File: src/hdl/gisa_pkg.sv
// Shared types, constants and helpers for the grouped id slot allocator.
// No dependencies; the top level, the probe and the checker use this package.
`timescale 1ns / 1ps

package gisa_pkg;

    localparam int GROUPS_DEF    = 8;
    localparam int MAX_SLOTS_DEF = 256;

    localparam int GROUP_W  = 3;
    localparam int ID_W     = 8;
    localparam int SLOTS_W  = 9;
    localparam int COUNT_W  = 9;

    typedef enum logic [1:0] {
        STAT_OK     = 2'd0,
        STAT_MAPPED = 2'd1,
        STAT_FULL   = 2'd2,
        STAT_RANGE  = 2'd3
    } status_t;

    // Request and result payloads.
    typedef struct packed {
        logic [GROUP_W-1:0] group;
        logic [ID_W-1:0]    internal_id;
    } in_t;

    typedef struct packed {
        logic [ID_W-1:0] external_id;
        status_t         status;
    } out_t;

    // Forward / reverse map entry; all zero is the empty marker.
    typedef struct packed {
        logic            valid;
        logic [ID_W-1:0] value;
    } entry_t;

    // Per-group state word.
    typedef struct packed {
        logic [ID_W-1:0]    free_ptr;
        logic [COUNT_W-1:0] used;
    } grp_t;

    // Probe sequencer status toward the control FSM.
    typedef struct packed {
        logic            done;
        logic            found;
        logic [ID_W-1:0] slot;
    } probe_res_t;

    // Circular successor of a slot index, wrapping at the active slot count.
    function automatic logic [ID_W-1:0] wrap_next(input logic [ID_W-1:0] p,
                                                  input logic [SLOTS_W-1:0] slots);
        logic [SLOTS_W-1:0] n;
        n = SLOTS_W'(p) + SLOTS_W'(1);
        wrap_next = (n >= slots) ? '0 : n[ID_W-1:0];
    endfunction

endpackage

File: src/hdl/gisa_probe.sv
// Circular free-slot probe: walks reverse-map entries one per cycle.
// Depends on gisa_pkg; the reverse map RAM sits in the top level.
`timescale 1ns / 1ps

module gisa_probe (
    input  logic                           aclk,
    input  logic                           aresetn,
    input  logic                           start,
    input  logic [gisa_pkg::ID_W-1:0]      start_p,
    input  logic [gisa_pkg::SLOTS_W-1:0]   slots,
    input  logic                           busy,
    output logic [gisa_pkg::ID_W-1:0]      probe_idx,
    output gisa_pkg::probe_res_t           res
);

    logic                           active_reg, active_next;
    logic [gisa_pkg::ID_W-1:0]      issue_p_reg, issue_p_next;
    logic [gisa_pkg::ID_W-1:0]      chk_p_reg, chk_p_next;
    logic [gisa_pkg::SLOTS_W-1:0]   chk_n_reg, chk_n_next;
    logic                           last_probe;

    // chk_p_reg is the slot whose entry is on the RAM output this cycle.
    assign last_probe = (chk_n_reg + gisa_pkg::SLOTS_W'(1)) >= slots;
    assign res.done   = active_reg && (!busy || last_probe);
    assign res.found  = active_reg && !busy;
    assign res.slot   = chk_p_reg;
    assign probe_idx  = start ? start_p : issue_p_reg;

    always_comb begin
        active_next  = active_reg;
        issue_p_next = issue_p_reg;
        chk_p_next   = chk_p_reg;
        chk_n_next   = chk_n_reg;
        if (start) begin
            active_next  = 1'b1;
            chk_p_next   = start_p;
            issue_p_next = gisa_pkg::wrap_next(start_p, slots);
            chk_n_next   = '0;
        end else if (active_reg) begin
            if (res.done) begin
                active_next = 1'b0;
            end else begin
                chk_p_next   = issue_p_reg;
                issue_p_next = gisa_pkg::wrap_next(issue_p_reg, slots);
                chk_n_next   = chk_n_reg + gisa_pkg::SLOTS_W'(1);
            end
        end
    end

    always_ff @(posedge aclk) begin
        if (!aresetn) begin
            active_reg <= 1'b0;
        end else begin
            active_reg <= active_next;
        end
    end

    always_ff @(posedge aclk) begin
        issue_p_reg <= issue_p_next;
        chk_p_reg   <= chk_p_next;
        chk_n_reg   <= chk_n_next;
    end

endmodule

File: config.mk
export PLATFORM = sky130hd
export DESIGN_NAME = gisa_probe
export DESIGN_NICKNAME = d
export VERILOG_FILES = /design/src/hdl/gisa_pkg.sv /design/src/hdl/gisa_probe.sv
export SDC_FILE = /design/constraint.sdc
export NUM_CORES = 1
export LEC_CHECK = 0
export ABC_AREA = 1
export BUFFER_PORTS_ARGS = -buffer_cell sky130_fd_sc_hd__buf_2
export CORE_MARGIN = 5
export CORE_UTILIZATION = 50
export CTS_CLUSTER_DIAMETER = 50
export DETAILED_ROUTE_END_ITERATION = 16
export GPL_TIMING_DRIVEN = 0
export HOLD_SLACK_MARGIN = 0.12
export PLACE_DENSITY = 0.78
export RECOVER_POWER = 100
export SLEW_MARGIN = 10
export SYNTH_ARGS = -nofsm -noshare
export SYNTH_HDL_FRONTEND = slang
export SYNTH_SLANG_ARGS = --single-unit
File: constraint.sdc
create_clock -name aclk -period 6.4 [get_ports aclk]
set_clock_uncertainty 0.15 [all_clocks]
set_input_delay 0.64 -clock aclk [delete_from_list [all_inputs] [get_ports aclk]]
set_output_delay 0.64 -clock aclk [all_outputs]
set_load 0.02 [all_outputs]
Word-level counts from Yosys, hierarchy flattened
Cells that the tools add are included.

word-level totals
  bits in registers = 26
  input bits = 21
  output and inout bits = 18
  word-level logic and storage cells = 31

operators by class
  add/sub/neg operators = 3
  order comparisons = 3
  equality and inequality tests = 1
  muxes and demuxes = 12
  bitwise gates (word level) = 1
  reductions and logical operators = 7

operator list
  operator               count
  $mux W8                9
  $ge A9 B9 Y1           3
  $add A8 B1 Y9 const B  2
  $add A9 B1 Y9 const B  1
  $reduce_and A2 Y1      2
  $mux W1                3
  $logic_and A1 B1 Y1    2
  $ne A2 B2 Y1 const B   1
  $reduce_bool A2 Y1     1
  $logic_not A1 Y1       1
  $logic_or A1 B1 Y1     1
  $not A1 Y1             1

Longest topological paths before layout
Gate-level depths: netlist (run 1).

  depth after elaboration = 7
  mapped depth = 15
  depth with buffers taken out = 15

Least setup slack after synthesis (run 1)
OpenSTA, ideal clock, no wires.

  kind = reg2out
  start = register chk_n_reg[0] (netlist name)
  end = output port res[9] (netlist name)
  data arrival time = 1.962 ns
  required time = 5.610 ns
  path slack = 3.648 ns
  cell stages (with the launch flop) = 14
  path buffers = 0
  cells stage by stage = dfxtp_1 > ha_1 > nand3_1 > inv_1 > nand3_1 > xor2_1 > inv_1 > ha_1 > nand2_1 > nor2_2 > inv_1 > nor2_1 > nor2_1 > a21oi_1

RTL lines
  element                   line              RTL
  start: declaration        gisa_probe.sv:19  logic [gisa_pkg::SLOTS_W-1:0] chk_n_reg, chk_n_next;
  start signal: assignment  gisa_probe.sv:61  chk_n_reg <= chk_n_next;
  end: declaration          gisa_probe.sv:13  output gisa_pkg::probe_res_t res

Final worst setup path (run 1)
  start = register chk_n_reg[0] (netlist name)
  end = register issue_p_reg[3] (netlist name) (enable)

on the way
  longest elaborated chain between the ends = 6

RTL lines
  element                      line              RTL
  $add A9 B1 Y9                gisa_probe.sv:23  assign last_probe = (chk_n_reg + gisa_pkg::SLOTS_W'(1)) >= slots;
  $ge A9 B9 Y1                 gisa_probe.sv:23
  $logic_or A1 B1 Y1           gisa_probe.sv:24  assign res.done = active_reg && (!busy || last_probe);
  $logic_and A1 B1 Y1          gisa_probe.sv:24
  $ne A2 B2 Y1 (no line)       --
  $reduce_and A2 Y1 (no line)  --
  end signal: assignment       gisa_probe.sv:59  issue_p_reg <= issue_p_next;
  end: declaration             gisa_probe.sv:17  logic [gisa_pkg::ID_W-1:0] issue_p_reg, issue_p_next;

Every way passes these cells.
A chain may end at the register's enable or synchronous reset.

==> key figures, run 1 <==
Run status
  – Outcome: complete, no violations

Timing
  – Fin. Hold Viols: 0
  – Fin crit period: approximately 3600 ps
  – Setup tns final: 0 ps
  – Slew HR: 53.2%
  – Hold slack final: ~340 ps
  – Period utilization: between 50% and 60%
  – RSZ-0062 raised after global routing: no
  – Worst-margin pin slew: between 600 and 700 ps
  – F_max: ~0.28 GHz
  – Worst setup margin: approximately 2800 ps
  – Setup violators final: 0
  – Pins Over Slew Limit: 0

Power
  – Leakage: roughly 1.4 nW
  – Cell Pwr Density: roughly 190 mW/mm2
  – PnR Total Power: slightly below 0.5 mW
  – Peak supply drop: 0.000145 V

Clock network
  – Worst-skew pair later-pin latency: about 280 ps
  – Post-CTS Hold Buffers: 0
  – Clock buffer depth: 2
  – CTS Buf Count: 3
  – CTS HTree Levels: 1
  – Clock Pin Slew Worst Setup and Hold Paths: ~100 ps
  – CTS tree: done
  – CTS sink count: 26
  – CTS Root Buffer Type: clkbuf_8
  – Setup repair bufs after CTS: 0
  – Post-CTS sizing: 0

Routing
  – ANT nets after route: 0
  – Vias/cell: about 5.3
  – Vias: just over 2000
  – DR WL/cell: 13.3 um
  – Total Wirelength: 5170 um
  – DRC violations left: 0
  – First-pass DRT Iterations: 4
  – Drt first-iter violations: 73

Placed design
  – GP Congestion: just over 0.9
  – # port buffers: 37
  – Pre-CTS WS: roughly 3200 ps
  – Dpl hpwl: approximately 4200 um

Floorplan
  – Site Rows: 24
  – DIE HEIGHT: roughly 77 um
  – Die X-Extent: around 77 um
  – Initial core utilization: approximately half
  – IO Count: 39
  – Core area: around 0.0043 mm2
  – Die Area: 0.00586 mm2

Layout
  – Final Net Count: about 390
  – N_diodes: 0
  – Largest register FFs: 9
  – Area growth, synth to finish: 12.4%
  – Fill cells: ~440
  – Share of layout cells above drive strength 1: ~9%

Synthesis
  – Most used flip-flop cell after synthesis: edfxtp_1
  – Synthesis Warnings: 0
  – EDFF count, synth: 16
  – Average size of a mapped cell: about 7.5 um2
  – Sequential area share after synthesis: between 30% and 40%
  – Ys async rst share: 0%
  – Count leader, synth: nand2_1
  – Synth area leaders: edfxtp_1 (22%), ha_1 (17%), nand2_1 (14%), dfxtp_1 (9.0%), nand3_1 (7.9%)
  – Post-synthesis cell count: ~300
  – Synthesized cell area: around 0.0022 mm2
  – Synth top cells by count: nand2_1 (80), inv_1 (46), nand3_1 (35)
  – Synth top area share: 21.7%
  – Yosys cell types: 25
  – Synth Register Bits: 26
  – Dominant cell type by area after synthesis: edfxtp_1
  – Synthesized net count: about 350

Worst setup path
  – Nature of the critical path endpoint: flop
  – CP Launch Point: chk_n_reg[0]$_SDFFE_PP0P_
  – Crit start category: flop
  – Max stage delay on crit path: between 500 and 600 ps
  – CP top delay family: simple AND/OR/NAND/NOR gates
  – Crit Path Class: reg2reg
  – Most used cell, CP: nand2_1
  – FF-to-FF Start: chk_n_reg[0]$_SDFFE_PP0P_
  – WP data arrival: approximately 3300 ps
  – Crit-path cells: ha_1, nand3_1, inv_1, nand3_1, xor2_1, inv_1, ha_1, nand2_1, nor2_1, nand2_1, nand4_1, clkbuf_1, nand2_1
  – Crit path max fanout: 16
  – Critical Path RT: about 6100 ps
  – Slowest CP cell: nand2_1
  – Worst path bufs/invs: 3

Global routing
  – Initial antenna violation count: 0
  – Largest net degree at the start of global routing: 17
  – Global-route usage over all layers: approximately 18%
  – Vias in the first global route: 2043
  – First-pass GRT wire length: a little under 9000 um
  – GR Overflow Total: 0

Job
  – Max Cap Violations: 0

Hold path
  – Hold Crit Class: reg2reg
  – Hold path startpoint: chk_n_reg[8]$_SDFFE_PP0P_
==> power breakdown <==
part	leakage (nW)	switching [mW]	total [mW]	internal, mW
clock	0.0357	0.0578	0.142	0.0838
combinational	1.07	0.0889	0.135	0.0464
sequential	0.243	0.00887	0.204	0.195
total	1.35	0.156	0.481	0.325
==> stage by stage <==
stage          cells  utilization [%]  instance area (um2)
6_report         389             57.6                 2490
5_1_grt          389             57.6                 2490
4_1_cts          389             58.7                 2540
3_5_place_dp     385             57.0                 2460
3_3_place_gp     385             57.0                 2460
2_1_floorplan    296                -                 2210
==> cells by family (layout without fill, tap and decap cells) <==
logic type | Yosys count | in the layout | synth area share (%)
xor gates and xnor gates | 15 | 15 | 5.93
AOI/OAI and AO/OA | 22 | 22 | 6.16
buffers and inverters | 51 | 92 | 9.44
adders and majority gates | 30 | 30 | 16.9
and+or+nand+nor | 152 | 152 | 30.8
DFF | 26 | 26 | 30.7
==> final timing paths <==
kind,to,slack [ps],cells past startpoint
hold reg to reg,chk_n_reg[8]$_SDFFE_PP0P_,340,2
setup / recovery,issue_p_reg[3]$_DFFE_PP_,2840,13
setup reg to reg,issue_p_reg[3]$_DFFE_PP_,2840,13
hold / removal,chk_n_reg[8]$_SDFFE_PP0P_,340,2
==> final cells by class <==
| cell class | instances | area, um2 | area share [%] |
|---|---|---|---|
| clock inverter | 1 | 30.0 | 1.21 |
| timing repair buffer | 37 | 163 | 6.54 |
| buffer | 4 | 15.0 | 0.603 |
| tap | 52 | 65.1 | 2.61 |
| multi-input combinational | 219 | 1320 | 52.9 |
| sequential | 26 | 681 | 27.4 |
| inverter | 47 | 178 | 7.14 |
| clock buffer | 3 | 41.3 | 1.66 |
==> layer usage <==
layer / part of all wire, % / wire length, um / track usage (%)
met5: 0 / 0 / 0
met4: 1.1 / 59 / 4.90
met3: 6.2 / 322 / 4.96
met2: 49 / 2540 / 31.4
met1: 43 / 2250 / 20.6
==> cell usage in the layout (no fill, tap or decap) <==
cell	synthesis	routed
nand2_1	80	80
inv_1	46	46
nand3_1	35	35
ha_1	30	30
clkbuf_1	2	22
nor2_1	19	20
buf_2	0	19
edfxtp_1	16	16
xor2_1	15	15
nand4_1	10	11
a21oi_1	10	10
dfxtp_1	10	10
o21ai_0	7	7
clkbuf_8	0	3
a21o_1	2	2
nor2_4	2	2
nor3_1	1	1
nor3_2	1	1
or2_2	1	1
clkinvlp_2	0	1
o21bai_1	1	1
nand3_2	1	1
a31oi_4	1	1
a21boi_1	1	1
bufinv_16	0	1
==> worst register-to-register path: cells and delay by family (launching register included) <==
family / cells / cell delay [ps]
AND/OR/NAND/NOR: 7 / 1330
adder cells (fa/ha/maj): 2 / 520
flip-flops: 1 / 420
buffers and inverters: 3 / 600
XOR/XNOR: 1 / 130
No activity file was read; power rests on OpenSTA's default activity.
==> run 2: changes to the inputs <==
==> constraint.sdc (replaced) <==
create_clock -name aclk -period 3.65 [get_ports aclk]
set_clock_uncertainty 0.15 [all_clocks]
set_input_delay 0.365 -clock aclk [delete_from_list [all_inputs] [get_ports aclk]]
set_output_delay 0.365 -clock aclk [all_outputs]
set_load 0.02 [all_outputs]
==> key figures, run 2 (same netlist as run 1, synthesis figures left out) <==
Clock network
  – Setup repair bufs after CTS: 0 (unchanged)
  – Clock buffer depth: 2 (unchanged)
  – Post-CTS Hold Buffers: 0 (unchanged)
  – Clock Pin Slew Worst Setup and Hold Paths: 100 ps (about the same)
  – CTS Buf Count: 3 (unchanged)
  – CTS Root Buffer Type: clkbuf_8
  – Worst-skew pair later-pin latency: 280 ps (about the same)
  – Post-CTS sizing: 0 (unchanged)
  – CTS sink count: 26 (unchanged)
  – CTS tree: done
  – CTS HTree Levels: 1 (unchanged)

Floorplan
  – IO Count: 39 (unchanged)
  – Die Area: 0.00586 mm2 (unchanged)
  – Core area: 0.00432 mm2 (unchanged)
  – Die X-Extent: 76.6 um (unchanged)
  – Site Rows: 24 (unchanged)
  – DIE HEIGHT: 76.6 um (unchanged)
  – Initial core utilization: 51.2% (unchanged)

Routing
  – ANT nets after route: 0 (unchanged)
  – Drt first-iter violations: 83 (+14%)
  – Total Wirelength: 5180 um (+0.14%)
  – DR WL/cell: 13.3 um (+0.14%)
  – Vias/cell: 5.22 (-0.73%)
  – Vias: 2032 (-0.73%)
  – First-pass DRT Iterations: 4 (unchanged)
  – DRC violations left: 0 (unchanged)

Placed design
  – # port buffers: 37 (unchanged)
  – GP Congestion: 0.912 (unchanged)
  – Dpl hpwl: 4170 um (unchanged)

Timing
  – F_max: 0.317 GHz (+13%)
  – Slew HR: 52.2% (-1.0 points)
  – RSZ-0062 raised after global routing: no
  – Fin. Hold Viols: 0 (unchanged)
  – Hold slack final: 181 ps (-163 ps)
  – Worst-margin pin slew: 715 ps (+15.0 ps)
  – Pins Over Slew Limit: 0 (unchanged)
  – Setup violators final: 0 (unchanged)
  – Period utilization: 86.5% (+31 points)
  – Fin crit period: 3160 ps (-397 ps)
  – Setup tns final: 0 ps (unchanged)

Hold path
  – Hold depth: 2 (unchanged)
  – Hold Crit Class: in2reg
  – Hold worst-path end: active_reg$_SDFF_PN0_
  – Hold path startpoint: aresetn

Worst setup path
  – Most used cell, CP: nand2_1
  – WP data arrival: 2930 ps (-340 ps)
  – Crit-path cells: ha_1, nand3_1, nor2_1, xor2_1, ha_1, nand2_1, nor2_1, nand2_1, nand4_2, buf_6, nand2_1
  – Slowest CP cell: nand2_1
  – Crit Path Class: reg2reg
  – Crit start category: flop
  – Crit path max fanout: 16 (unchanged)
  – Critical Path RT: 3420 ps (-2700 ps)
  – Reg2reg setup slack: 490 ps (-2350 ps)
  – Reg2reg end: issue_p_reg[3]$_DFFE_PP_
  – R2R cell count: 11 (-2)
  – Nature of the critical path endpoint: flop
  – FF-to-FF Start: chk_n_reg[0]$_SDFFE_PP0P_
  – Max stage delay on crit path: 530 ps (-40 ps)

Layout
  – Fill cells: 440 (-0.90%)
  – Final Net Count: 389 (unchanged)
  – Reg area: 681 um2 (unchanged)
  – Multi-input logic area: 0.00132 mm2 (about the same)
  – Area growth, synth to finish: 12.7%
  – Largest register FFs: 9 (unchanged)
  – Share of layout cells above drive strength 1: 9.20% (+0.30 points)
  – Most common cell after layout, fill and taps aside: nand2_1
  – N_diodes: 0 (unchanged)
  – Most frequent cells in the layout: nand2_1 (80), inv_1 (46), nand3_1 (35), ha_1 (30)

Global routing
  – Vias in the first global route: 2043 (unchanged)
  – Global-route usage over all layers: 17.7% (unchanged)
  – Initial antenna violation count: 0 (unchanged)
  – First-pass GRT wire length: 8760 um (unchanged)
  – Largest net degree at the start of global routing: 17 (unchanged)
  – GR Overflow Total: 0 (unchanged)

Job
  – Max Cap Violations: 0 (unchanged)

Power
  – Cell Pwr Density: 339 mW/mm2 (+75%)
  – Peak supply drop: 0.000255 V (+76%)
  – Leakage: 1.36 nW (+0.36%)

Run status
  – Outcome: complete, no violations
-- run 2: how the worst max path moves through the flow --
stage,end,slack [ps],start
after floorplan,chk_p_reg[0]$_DFFE_PP_,920,chk_n_reg[0]$_SDFFE_PP0P_
after global placement,chk_p_reg[2]$_DFFE_PP_,530,chk_n_reg[0]$_SDFFE_PP0P_
after detailed placement,chk_p_reg[1]$_DFFE_PP_,440,chk_n_reg[0]$_SDFFE_PP0P_
after CTS,issue_p_reg[3]$_DFFE_PP_,420,chk_n_reg[0]$_SDFFE_PP0P_
after global routing,chk_p_reg[4]$_DFFE_PP_,200,chk_n_reg[0]$_SDFFE_PP0P_
final,issue_p_reg[3]$_DFFE_PP_,490,chk_n_reg[0]$_SDFFE_PP0P_
-- run 2: metrics by stage --
stage	utilization, %	setup WS, ps	total power [mW]	instances	cell area, um2
finish	57.7	492	0.845	389	2490
global route	57.7	203	0.894	389	2490
CTS	58.7	422	0.852	389	2540
detailed placement	57.0	444	0.606	385	2460
global placement	57.0	535	0.595	385	2460
floorplan	-	922	0.532	296	2210
-- run 2: critical path, delay by kind of cell, from the launching register on --
kind	cells	cell delay, ps
xor gates and xnor gates	1	210
buffers and inverters	1	170
DFF	1	420
and+or+nand+nor	7	1330
adders and majority gates	2	490
-- run 2: report_power, final --
group          internal, mW  switching [mW]  total, mW
sequential            0.342          0.0157      0.358
combinational        0.0820           0.155      0.237
clock                 0.147           0.103      0.250
-- run 2: final cells by class --
cell class	count	area share, %
plain buffers	4	0.903
repair buffers	37	6.52
flip-flops and latches	26	27.3
multi-input cells	219	52.7
clock inverters	1	1.20
inverters	47	7.12
well taps	52	2.61
clock buffers	3	1.65
-- run 2: metal layers --
metal | track usage [%] | part of all wire (%) | vias to the layer above
li1 | - | - | 1053
met1 | 20.6 | 44 | 912
met2 | 31.4 | 48 | 60
met3 | 4.96 | 7.0 | 7
met4 | 4.90 | 1.1 | 0
met5 | 0 | 0 | -
